<file path="src/hdl/salc_pkg.sv">
// shared types and constants of the set-associative lru cache lookup
package salc_pkg;

  // fixed field widths
  localparam int ADDR_W     = 48;
  localparam int OP_W       = 2;
  localparam int OUTCOME_W  = 2;
  localparam int CNT_W      = 32;
  localparam int CFG_IDX_W  = 2;
  localparam int CFG_DATA_W = 5;
  localparam int SET_BITS_W = 3;
  localparam int OFFSET_W   = 5;
  localparam int WAYS_CFG_W = 4;

  localparam int OUT_FIELDS_W = OUTCOME_W + 3 * CNT_W;
  localparam int OUT_DATA_W   = ((OUT_FIELDS_W + 7) / 8) * 8;
  localparam int OUT_PAD_W    = OUT_DATA_W - OUT_FIELDS_W;

  // default build
  localparam int DEF_MAX_SET_BITS = 6;
  localparam int DEF_MAX_WAYS     = 8;
  localparam int DEF_TAG_WIDTH    = 32;

  // access kinds
  localparam logic [OP_W-1:0] OP_MODIFY = 2'd2;

  // result outcomes
  localparam logic [OUTCOME_W-1:0] OUTCOME_HIT   = 2'd0;
  localparam logic [OUTCOME_W-1:0] OUTCOME_FILL  = 2'd1;
  localparam logic [OUTCOME_W-1:0] OUTCOME_EVICT = 2'd2;

  // configuration register indexes
  localparam logic [CFG_IDX_W-1:0] CFG_SET_BITS    = 2'd0;
  localparam logic [CFG_IDX_W-1:0] CFG_OFFSET_BITS = 2'd1;
  localparam logic [CFG_IDX_W-1:0] CFG_WAYS        = 2'd2;

  localparam logic [CNT_W-1:0] CNT_MAX = '1;

  typedef struct packed {
    logic load_in;  // capture the accepted beat
    logic rd_en;    // read the set row
    logic commit;   // write the row back and load the result register
    logic last;     // result closes the access
  } salc_cmd_t;

  typedef struct packed {
    logic modify;   // captured access is a modify
    logic out_free; // result register can take a result this cycle
  } salc_stat_t;

endpackage

</file>
<file path="src/hdl/salc_ctrl.sv">
// sequencer: accept, read set row, look up and write back, once or twice per access
module salc_ctrl import salc_pkg::*; (
  input  logic       clk,
  input  logic       rst,
  input  logic       s_tvalid,
  output logic       s_tready,
  input  salc_stat_t stat,
  output salc_cmd_t  cmd
);

  localparam logic [1:0] ST_IDLE = 2'd0;
  localparam logic [1:0] ST_READ = 2'd1;
  localparam logic [1:0] ST_LOOK = 2'd2;

  logic [1:0] state;
  logic [1:0] state_next;
  logic       pass;
  logic       pass_next;

  always_comb begin
    state_next  = state;
    pass_next   = pass;
    s_tready    = 1'b0;
    cmd         = '0;
    // a modify runs a second lookup after the first
    cmd.last    = !(stat.modify && !pass);
    unique case (state)
      ST_IDLE: begin
        s_tready = 1'b1;
        if (s_tvalid) begin
          cmd.load_in = 1'b1;
          pass_next   = 1'b0;
          state_next  = ST_READ;
        end
      end
      ST_READ: begin
        cmd.rd_en  = 1'b1;
        state_next = ST_LOOK;
      end
      ST_LOOK: begin
        if (stat.out_free) begin
          cmd.commit = 1'b1;
          if (stat.modify && !pass) begin
            pass_next  = 1'b1;
            state_next = ST_READ;
          end else begin
            state_next = ST_IDLE;
          end
        end
      end
      default: begin
        state_next = ST_IDLE;
      end
    endcase
  end

  always_ff @(posedge clk) begin
    if (rst) begin
      state <= ST_IDLE;
      pass  <= 1'b0;
    end else begin
      state <= state_next;
      pass  <= pass_next;
    end
  end

endmodule

</file>
<file path="config.mk">
export PLATFORM = sky130hd
export DESIGN_NAME = salc_ctrl
export DESIGN_NICKNAME = d
export VERILOG_FILES = /design/src/hdl/salc_pkg.sv /design/src/hdl/salc_ctrl.sv
export SDC_FILE = /design/constraint.sdc
export NUM_CORES = 1
export LEC_CHECK = 0
export ABC_AREA = 1
export BUFFER_PORTS_ARGS = -buffer_cell sky130_fd_sc_hd__buf_2
export CAP_MARGIN = 30
export CORE_AREA = 10 10 47 49
export CTS_BUF_LIST = sky130_fd_sc_hd__clkbuf_8 sky130_fd_sc_hd__clkbuf_16
export CTS_CLUSTER_DIAMETER = 120
export DETAILED_ROUTE_END_ITERATION = 12
export DIE_AREA = 0 0 57 59
export REMOVE_ABC_BUFFERS = 1
export SETUP_SLACK_MARGIN = 0.15
export SLEW_MARGIN = 10
export SYNTH_ARGS = -nofsm -noshare
export SYNTH_HDL_FRONTEND = slang
export SYNTH_SLANG_ARGS = --single-unit
</file>
<file path="constraint.sdc">
create_clock -name clk -period 1.5 [get_ports clk]
set_clock_uncertainty 0.2 [all_clocks]
set_input_delay 0.3 -clock clk [delete_from_list [all_inputs] [get_ports clk]]
set_output_delay 0.3 -clock clk [all_outputs]
set_load 0.01 [all_outputs]
</file>
==> reports/results.ini, run 1 <==
[sta]
fin_crit_ns=1.41
finalSetupTns_ns=0
worst_slew_pin_slew_ns=0.136
slew_headroom_pct=90.9
setup_viol=0
hold-worst-slack_ns=0.0716
max_freq_mhz=712
final_hold_viol_count=0
slew_violations=0
rsz0062_at_grt=true
finalCritPeriodShare_pct=93.7

[clocking]
cts-root-buf=clkbuf_8
worstSkewPairLatency_ns=0.21
clkTransAtPathRegs_ns=0.03
cts_tree=built
htree_levels=1
clockBufferDepth=2
cts_made_buffers=3
clock_sinks=3

[synthesis]
syn-cell-area_um2=171
muxShareOfSynthArea_pct=0
synth_seq_area_share_pct=35.0
synthSimpleGateAreaFrac_pct=46.7
synth_fa_ha_area_share_pct=0
ys_types=13
synth_warnings=0
synth_xor_area_share_pct=0
synth-seq-cells=3
synth-compound-area-share_pct=2.92
avgSynthCellArea_um2=6.59
syn_inst=26
synth_top_family_by_area=simple AND/OR/NAND/NOR gates

[critical_path]
cp_max_fo=6
path_class=flop to output pin
r2r_cells=7
crit_path_end=cmd[3]
r2r_setup_slack_ns=0.12
r2r_start=state[1]
crit_arrival_ns=0.91
r2r-end=pass
required_ns=1.00
worst_setup_path_end_kind=output pin
start_kind=flop
worstSetupStartpoint=state[1]

[route]
drt_iter0_drc=2
avgRoutedWirePerCell_um=8.22
dr.pass1.iters=2
postRouteAntennaNets=0
routed-via-count=204
drc=0
viasPerCell=3.46
totalWireLength_um=485

[finish]
final_common_cell=buf_2
syn_to_final_growth_pct=100
nFillCells=165
final_cell_mix=buf_2, buf_4, nand2_1, nor2_2, inv_1
seq_area_um2=67.6
diodes=0
multiInputGateArea_um2=106
finalNetCount=49
drive_gt1_share_pct=65.1
final_util_pct=24.5
design_area_um2=343

[grt]
grt_first_pass_wirelength_um=862
grt_overflow_total=0
grt_max_degree=7
grt_pass1_vias=219
grt_usage_pct=3.63
antenna_found_initial=0

[floorplan]
die_h_um=59
coreArea_um2=1400
initial_core_util_pct=12.2
pin_count=10
fp-row-count=14
die_x_um=57
die-area_um2=3360

[power_and_ir_drop]
vdd_drop_max_mv=0.262
power_w=0.000461
p_per_area_nw_per_um2=1340
leakagePower_nw=0.176

[placed_design]
io_buffers=9
place.gp.congestion=0.603
placedInstanceArea_um2=229
dp_hpwl_um=392

[min_path]
holdCritPathClass=input port to flop

[run_status]
run_status=finished clean

[flow_run]
cap_violations=0

[cell families (layout without fill, tap and decap cells)]
kind of cell / Yosys count / count (layout)
AND/OR/NAND/NOR: 16 / 16
flip-flops: 3 / 3
AO/OA/AOI/OAI: 1 / 1
buffers and inverters: 6 / 23
[flip-flops by register name (all words and copies together) (netlist names)]
| signal | cells |
|---|---|
| state | 2 |
| pass | 1 |
[cells in the mapped netlist (all sizes together)]
master	instances	area [um^2]
nor2	8	45.0
clkinv	1	3.75
inv	4	15.0
buf	1	7.51
a21oi	1	5.00
nand3	1	5.00
nand2	6	25.0
dfxtp	3	60.1
nor3	1	5.00
[worst max-delay path, stage by stage (launching register included)]
cell and delay [ns]:
dfxtp_4 0.37, nor3_4 0.17, buf_2 0.15
[timing repair]
| action | CTS | global route |
|---|---|---|
| resized for setup | 6 | 4 |
| setup buffers | 4 | 1 |
| gates cloned | 0 | 0 |
| hold buffers | 0 | 0 |
| setup endpoints to repair | 4 | 4 |
| pin swaps | 1 | 2 |
[layout make-up]
cell class | instances | area share, %
repair buffers | 14 | 24.1
clock buffers | 3 | 12.0
inverters | 5 | 6.20
flip-flops and latches | 3 | 19.7
multi-input cells | 17 | 31.0
clock inverters | 1 | 1.09
well taps | 16 | 5.84
[power by group]
group / internal, W / switching, W / leakage (nW)
clock: 0.000174 / 0.0000532 / 0.0269
combinational: 0.0000631 / 0.0000586 / 0.122
sequential: 0.0000940 / 0.0000177 / 0.0261
total: 0.000331 / 0.000130 / 0.176
[routing by layer]
| layer | wire, um | track usage [%] | vias up |
|---|---|---|---|
| li1 | - | - | 109 |
| met1 | 151 | 2.60 | 91 |
| met2 | 298 | 5.74 | 4 |
| met3 | 35 | 2.79 | 0 |
| met4 | 0 | 4.03 | 0 |
| met5 | 0 | 0 | - |
[worst min path at each step]
stage,start,end,slack [ns],cells after the start
2_1_floorplan,rst,state[1],0.17,1
3_3_place_gp,rst,state[1],0.30,2
3_5_place_dp,rst,state[1],0.31,2
4_1_cts,rst,state[1],0.07,2
5_1_grt,rst,state[1],0.07,2
6_report,rst,state[1],0.07,2
[through the flow]
step / instances / setup WS [ns]
after floorplan: 25 / 0.254
after global placement: 50 / 0.141
after detailed placement: 50 / 0.123
after CTS: 58 / 0.0892
after global routing: 59 / 0.0467
final: 59 / 0.0947
Note: power is estimated with default switching activity, not from simulation.
==> run 2: changes to the inputs <==
--- a/config.mk
+++ b/config.mk
@@ -8,11 +8,12 @@
 export ABC_AREA = 1
 export BUFFER_PORTS_ARGS = -buffer_cell sky130_fd_sc_hd__buf_2
 export CAP_MARGIN = 30
-export CORE_AREA = 10 10 47 49
+export CORE_AREA = 2 2 39 41
 export CTS_BUF_LIST = sky130_fd_sc_hd__clkbuf_8 sky130_fd_sc_hd__clkbuf_16
 export CTS_CLUSTER_DIAMETER = 120
+export CTS_CLUSTER_SIZE = 16
 export DETAILED_ROUTE_END_ITERATION = 12
-export DIE_AREA = 0 0 57 59
+export DIE_AREA = 0 0 41 43
 export REMOVE_ABC_BUFFERS = 1
 export SETUP_SLACK_MARGIN = 0.15
 export SLEW_MARGIN = 10
==> reports/results.ini, run 2 (synthesized netlist as in run 1, its figures left out) <==
[run_status]
run_status=finished clean

[clocking]
worstSkewPairLatency_ns=0.22  ; about the same
ctsHoldBuffers=0  ; unchanged
clock_sinks=3  ; unchanged
cts_tree=built
clockBufferDepth=2  ; unchanged
htree_levels=1  ; unchanged
cts_made_buffers=3  ; unchanged
cts-root-buf=clkbuf_8
clkTransAtPathRegs_ns=0.03  ; about the same

[grt]
grt_overflow_total=0  ; unchanged
grt_usage_pct=7.12  ; +3.5 points
grt_first_pass_wirelength_um=738  ; -14%
antenna_found_initial=0  ; unchanged
grt_pass1_vias=205  ; -6.4%
grt_max_degree=7  ; unchanged

[critical_path]
r2r_cells=7  ; unchanged
start_kind=flop
required_ns=1.00  ; about the same
worstSetupStartpoint=state[1]
path_class=flop to output pin
r2r_start=state[1]
r2r_setup_slack_ns=0.10  ; -0.02 ns
crit_path_end=cmd[3]
cp_max_fo=6  ; unchanged
r2r-end=pass
worst_setup_path_end_kind=output pin
crit_arrival_ns=0.91  ; about the same

[route]
routed-via-count=215  ; +5.4%
drc=0  ; unchanged
totalWireLength_um=461  ; -4.9%
avgRoutedWirePerCell_um=7.81  ; -4.9%
dr.pass1.iters=2  ; unchanged
viasPerCell=3.64  ; +5.4%
drt_iter0_drc=2  ; unchanged
postRouteAntennaNets=0  ; unchanged

[finish]
finalNetCount=49  ; unchanged
drive_gt1_share_pct=62.8  ; -2.3 points
multiInputGateArea_um2=98.8  ; -7.1%
top_register=state
seq_area_um2=67.6  ; unchanged
syn_to_final_growth_pct=95.6
largest_reg_flops=2  ; unchanged
final_common_cell=buf_2
final_cell_mix=buf_2, nand2_1, buf_4
nFillCells=165  ; unchanged
reg_top3=state x2, pass x1
diodes=0  ; unchanged

[placed_design]
io_buffers=9  ; unchanged
place_ws_ns=0.153  ; +0.0301 ns
dp_hpwl_um=306  ; -22%
place.gp.congestion=0.581  ; -3.6%

[sta]
rsz0062_at_grt=true
max_freq_mhz=712  ; about the same
setup_viol=0  ; unchanged
worst_slew_pin_slew_ns=0.145  ; +0.00878 ns
slew_violations=0  ; unchanged
finalSetupTns_ns=0  ; unchanged
finalCritPeriodShare_pct=93.7  ; about the same
slew_headroom_pct=90.3  ; -0.59 points
setup_ws_ns=0.0948  ; +0.0000572 ns
fin_crit_ns=1.41  ; -0.0000572 ns
final_hold_viol_count=0  ; unchanged

[power_and_ir_drop]
vdd_drop_max_mv=0.322  ; +23%
leakagePower_nw=0.172  ; -2.1%
p_per_area_nw_per_um2=1370  ; +1.6%

[floorplan]
fp-row-count=14  ; unchanged
die_h_um=43  ; -27%
pin_count=10  ; unchanged
die-area_um2=1760  ; -48%
die_x_um=41  ; -28%
coreArea_um2=1380  ; -1.2%
initial_core_util_pct=12.4  ; +0.15 points

[min_path]
holdCritPathClass=input port to flop

[flow_run]
cap_violations=0  ; unchanged

-- run 2: what timing repair did --
| action | in CTS | in global routing |
|---|---|---|
| setup buffers | 4 | 1 |
| gates cloned | 0 | 0 |
| pin swaps | 1 | 1 |
| endpoints found under the setup margin | 3 | 4 |
| resized for setup | 6 | 2 |
-- run 2: worst max-delay path, stage by stage (launching register included) --
cell     delay (ns)
dfxtp_4        0.36
nor3_4         0.17
buf_2          0.15
-- run 2: power by group --
part / switching, W / internal, W / total [W]
combinational: 0.0000583 / 0.0000616 / 0.000120
clock: 0.0000534 / 0.000174 / 0.000228
sequential: 0.0000165 / 0.0000940 / 0.000111
total: 0.000128 / 0.000330 / 0.000458
-- run 2: metrics by stage --
| step | util [%] | cell area [um^2] | power (W) | hold WS (ns) | cells |
|---|---|---|---|---|---|
| after CTS | 23.3 | 323 | 0.000457 | 0.0672 | 58 |
| after global routing | 24.2 | 335 | 0.000487 | 0.0770 | 59 |
| final | 24.2 | 335 | 0.000458 | 0.0645 | 59 |
| after detailed placement | 16.5 | 229 | 0.000193 | 0.301 | 50 |
| after floorplan | - | 164 | 0.000162 | 0.169 | 25 |
| after global placement | 16.5 | 229 | 0.000191 | 0.300 | 50 |
-- run 2: how the worst min path moves through the flow --
stage	startpoint	end	depth (start not counted)
floorplan	rst	state[1]	1
global placement	rst	state[1]	2
detailed placement	rst	state[1]	2
CTS	rst	state[1]	2
global route	rst	state[1]	2
finish	rst	state[1]	2
-- run 2: metal layers --
metal	track usage, %	part of all wire, %	vias to the layer above
met2	11.6	63	5
met1	4.17	27	97
met3	4.71	6.3	2
li1	-	-	111
met5	0	0	-
met4	8.00	3.7	0
-- run 2: area by class of cell --
cell class                 count  share of cell area (%)
clock inverter                 1                    1.12
inverter                       5                    6.34
clock buffer                   3                    12.3
multi-input combinational     17                    29.5
timing repair buffer          14                    24.6
sequential                     3                    20.1
tap                           16                    5.97
==> run 3: changes to the inputs <==
--- a/config.mk
+++ b/config.mk
@@ -5,7 +5,6 @@
 export SDC_FILE = /design/constraint.sdc
 export NUM_CORES = 1
 export LEC_CHECK = 0
-export ABC_AREA = 1
 export BUFFER_PORTS_ARGS = -buffer_cell sky130_fd_sc_hd__buf_2
 export CAP_MARGIN = 30
 export CORE_AREA = 2 2 39 41
@@ -14,6 +13,7 @@
 export CTS_CLUSTER_SIZE = 16
 export DETAILED_ROUTE_END_ITERATION = 12
 export DIE_AREA = 0 0 41 43
+export PLACE_DENSITY = 0.36
 export REMOVE_ABC_BUFFERS = 1
 export SETUP_SLACK_MARGIN = 0.15
 export SLEW_MARGIN = 10
==> reports/results.ini, run 3 <==
[grt]
antenna_found_initial=0  ; unchanged
grt_first_pass_wirelength_um=738  ; unchanged
grt_overflow_total=0  ; unchanged
grt_pass1_vias=175  ; -15%
grt_usage_pct=6.81  ; -0.31 points
grt_max_degree=9  ; +2

[route]
totalWireLength_um=478  ; +3.7%
drt_iter0_drc=3  ; +1
routed-via-count=181  ; -16%
viasPerCell=3.69  ; +1.4%
drc=0  ; unchanged
postRouteAntennaNets=0  ; unchanged
dr.pass1.iters=3  ; +1
avgRoutedWirePerCell_um=9.76  ; +25%

[clocking]
ctsHoldBuffers=0  ; unchanged
cts-root-buf=clkbuf_8
clock_sinks=3  ; unchanged
htree_levels=1  ; unchanged
cts_tree=built
clockBufferDepth=2  ; unchanged
clkTransAtPathRegs_ns=0.03  ; about the same
worstSkewPairLatency_ns=0.21  ; about the same
cts_made_buffers=3  ; unchanged

[synthesis]
synth_warnings=0  ; unchanged
synthTopCellsByArea=dfxtp_1, nand3b_4, a2111oi_2
yosysMostFrequentCell=dfxtp_1
syn_inst=18  ; -31%
async_flop_share_pct=0  ; unchanged
ys_types=14  ; +1
syn-cell-area_um2=184  ; +7.3%
synth_top_area_share_pct=32.7  ; -2.4 points
synth_edf_count=0  ; unchanged
avgSynthCellArea_um2=10.2  ; +55%
synth-main-ff-cell=dfxtp_1
synth_seq_area_share_pct=32.7  ; -2.4 points
synth_area_leader_cell=dfxtp_1
synthTopCellsByCount=dfxtp_1, nor2_1, nor3b_1
synth-seq-cells=3  ; unchanged

[finish]
reg_top3=state x2, pass x1
seq_area_um2=67.6  ; unchanged
nFillCells=154  ; -6.7%
diodes=0  ; unchanged
final_common_cell=buf_2
drive_gt1_share_pct=69.7  ; +6.9 points
largest_reg_flops=2  ; unchanged
top_register=state
finalNetCount=39  ; -20%
syn_to_final_growth_pct=78.2
final_cell_mix=buf_2, clkbuf_8, buf_4
multiInputGateArea_um2=118  ; +19%

[floorplan]
coreArea_um2=1380  ; unchanged
initial_core_util_pct=13.3  ; +0.90 points
pin_count=10  ; unchanged
fp-row-count=14  ; unchanged
die_x_um=41  ; unchanged
die-area_um2=1760  ; unchanged
die_h_um=43  ; unchanged

[min_path]
worstHoldStart=rst
holdCritPathClass=input port to flop
min_path_cells=2  ; unchanged
min_to=state[0]

[sta]
fin_crit_ns=1.41  ; +0.00668 ns
setup_viol=0  ; unchanged
finalSetupTns_ns=0  ; unchanged
max_freq_mhz=708  ; -0.47%
final_hold_viol_count=0  ; unchanged
rsz0062_at_grt=true
slew_headroom_pct=83.6  ; -6.7 points
setup_ws_ns=0.0881  ; -0.00668 ns
worst_slew_pin_slew_ns=0.245  ; +0.100 ns
finalCritPeriodShare_pct=94.1  ; +0.45 points
slew_violations=0  ; unchanged

[power_and_ir_drop]
vdd_drop_max_mv=0.365  ; +13%
p_per_area_nw_per_um2=1130  ; -17%
leakagePower_nw=0.153  ; -11%

[placed_design]
place.gp.congestion=0.551  ; -5.2%
place_ws_ns=0.212  ; +0.0581 ns
dp_hpwl_um=355  ; +16%
io_buffers=9  ; unchanged

[critical_path]
r2r_cells=3  ; -4
required_ns=1.00  ; about the same
r2r-end=pass
slowest_delay_ns=0.35  ; about the same
path_class=flop to output pin
crit_chain=nor3b_2 > buf_2
cp_max_fo=6  ; unchanged
r2r_setup_slack_ns=0.23  ; +0.13 ns
r2r_start=state[0]
worst_setup_path_end_kind=output pin
crit_arrival_ns=0.91  ; about the same
slowest_stage=dfxtp_4
start_kind=flop

[flow_run]
cap_violations=0  ; unchanged

[run_status]
run_status=finished clean

## run 3: per-layer routing
layer | wire, um | vias to the layer above | track usage (%) | share of wire (%)
met2 | 186 | 10 | 7.81 | 39
met1 | 216 | 76 | 8.63 | 45
li1 | - | 95 | - | -
met3 | 75 | 0 | 3.66 | 16
met4 | 0 | 0 | 6.00 | 0
met5 | 0 | - | 0 | 0
## run 3: kinds of logic (layout without fill, tap and decap cells)
logic type             after synthesis  count (layout)  synth area share [%]
buffers and inverters                2              17                  6.12
AND/OR/NAND/NOR                     10              10                  43.5
AO/OA/AOI/OAI                        3               3                  17.7
flip-flops                           3               3                  32.7
## run 3: cell type report
class | count | area share (%)
multi-input cells | 13 | 35.9
clock inverters | 1 | 1.15
clock buffers | 3 | 12.6
flip-flops and latches | 3 | 20.6
inverters | 1 | 1.15
repair buffers | 12 | 22.5
well taps | 16 | 6.11
## run 3: how the worst max path moves through the flow
stage,startpoint,end,cells after the start
after floorplan,state[1],cmd[3],1
after global routing,state[0],cmd[3],2
after global placement,s_tvalid,cmd[3],3
after detailed placement,s_tvalid,cmd[3],3
final,state[0],cmd[3],2
after CTS,state[0],cmd[3],2
## run 3: worst max-delay path, delay by kind of cell (launching register included)
family,cells,cell delay [ns]
and+or+nand+nor,1,0.19
DFF,1,0.35
buffers and inverters,1,0.16
## run 3: stage by stage
stage	total power, W	cell area, um^2	std cells	util [%]	hold slack (ns)
final	0.000370	328	49	23.7	0.100
after global routing	0.000395	328	49	23.7	0.0939
after CTS	0.000381	328	49	23.7	0.0872
after detailed placement	0.000140	249	43	18.0	0.305
after global placement	0.000139	249	43	18.0	0.305
after floorplan	0.000114	176	17	-	0.173
## run 3: what timing repair did
action	4_1_cts	5_1_grt
pin swaps	1	0
setup buffers	2	0
setup endpoints to repair	4	3
gates resized for setup	6	0
## run 3: report_power, final
| group | total, W | switching (W) | internal [W] |
|---|---|---|---|
| Clock | 0.000223 | 0.0000493 | 0.000174 |
| Sequential | 0.0000898 | 0.00000641 | 0.0000834 |
| Combinational | 0.0000571 | 0.0000248 | 0.0000323 |
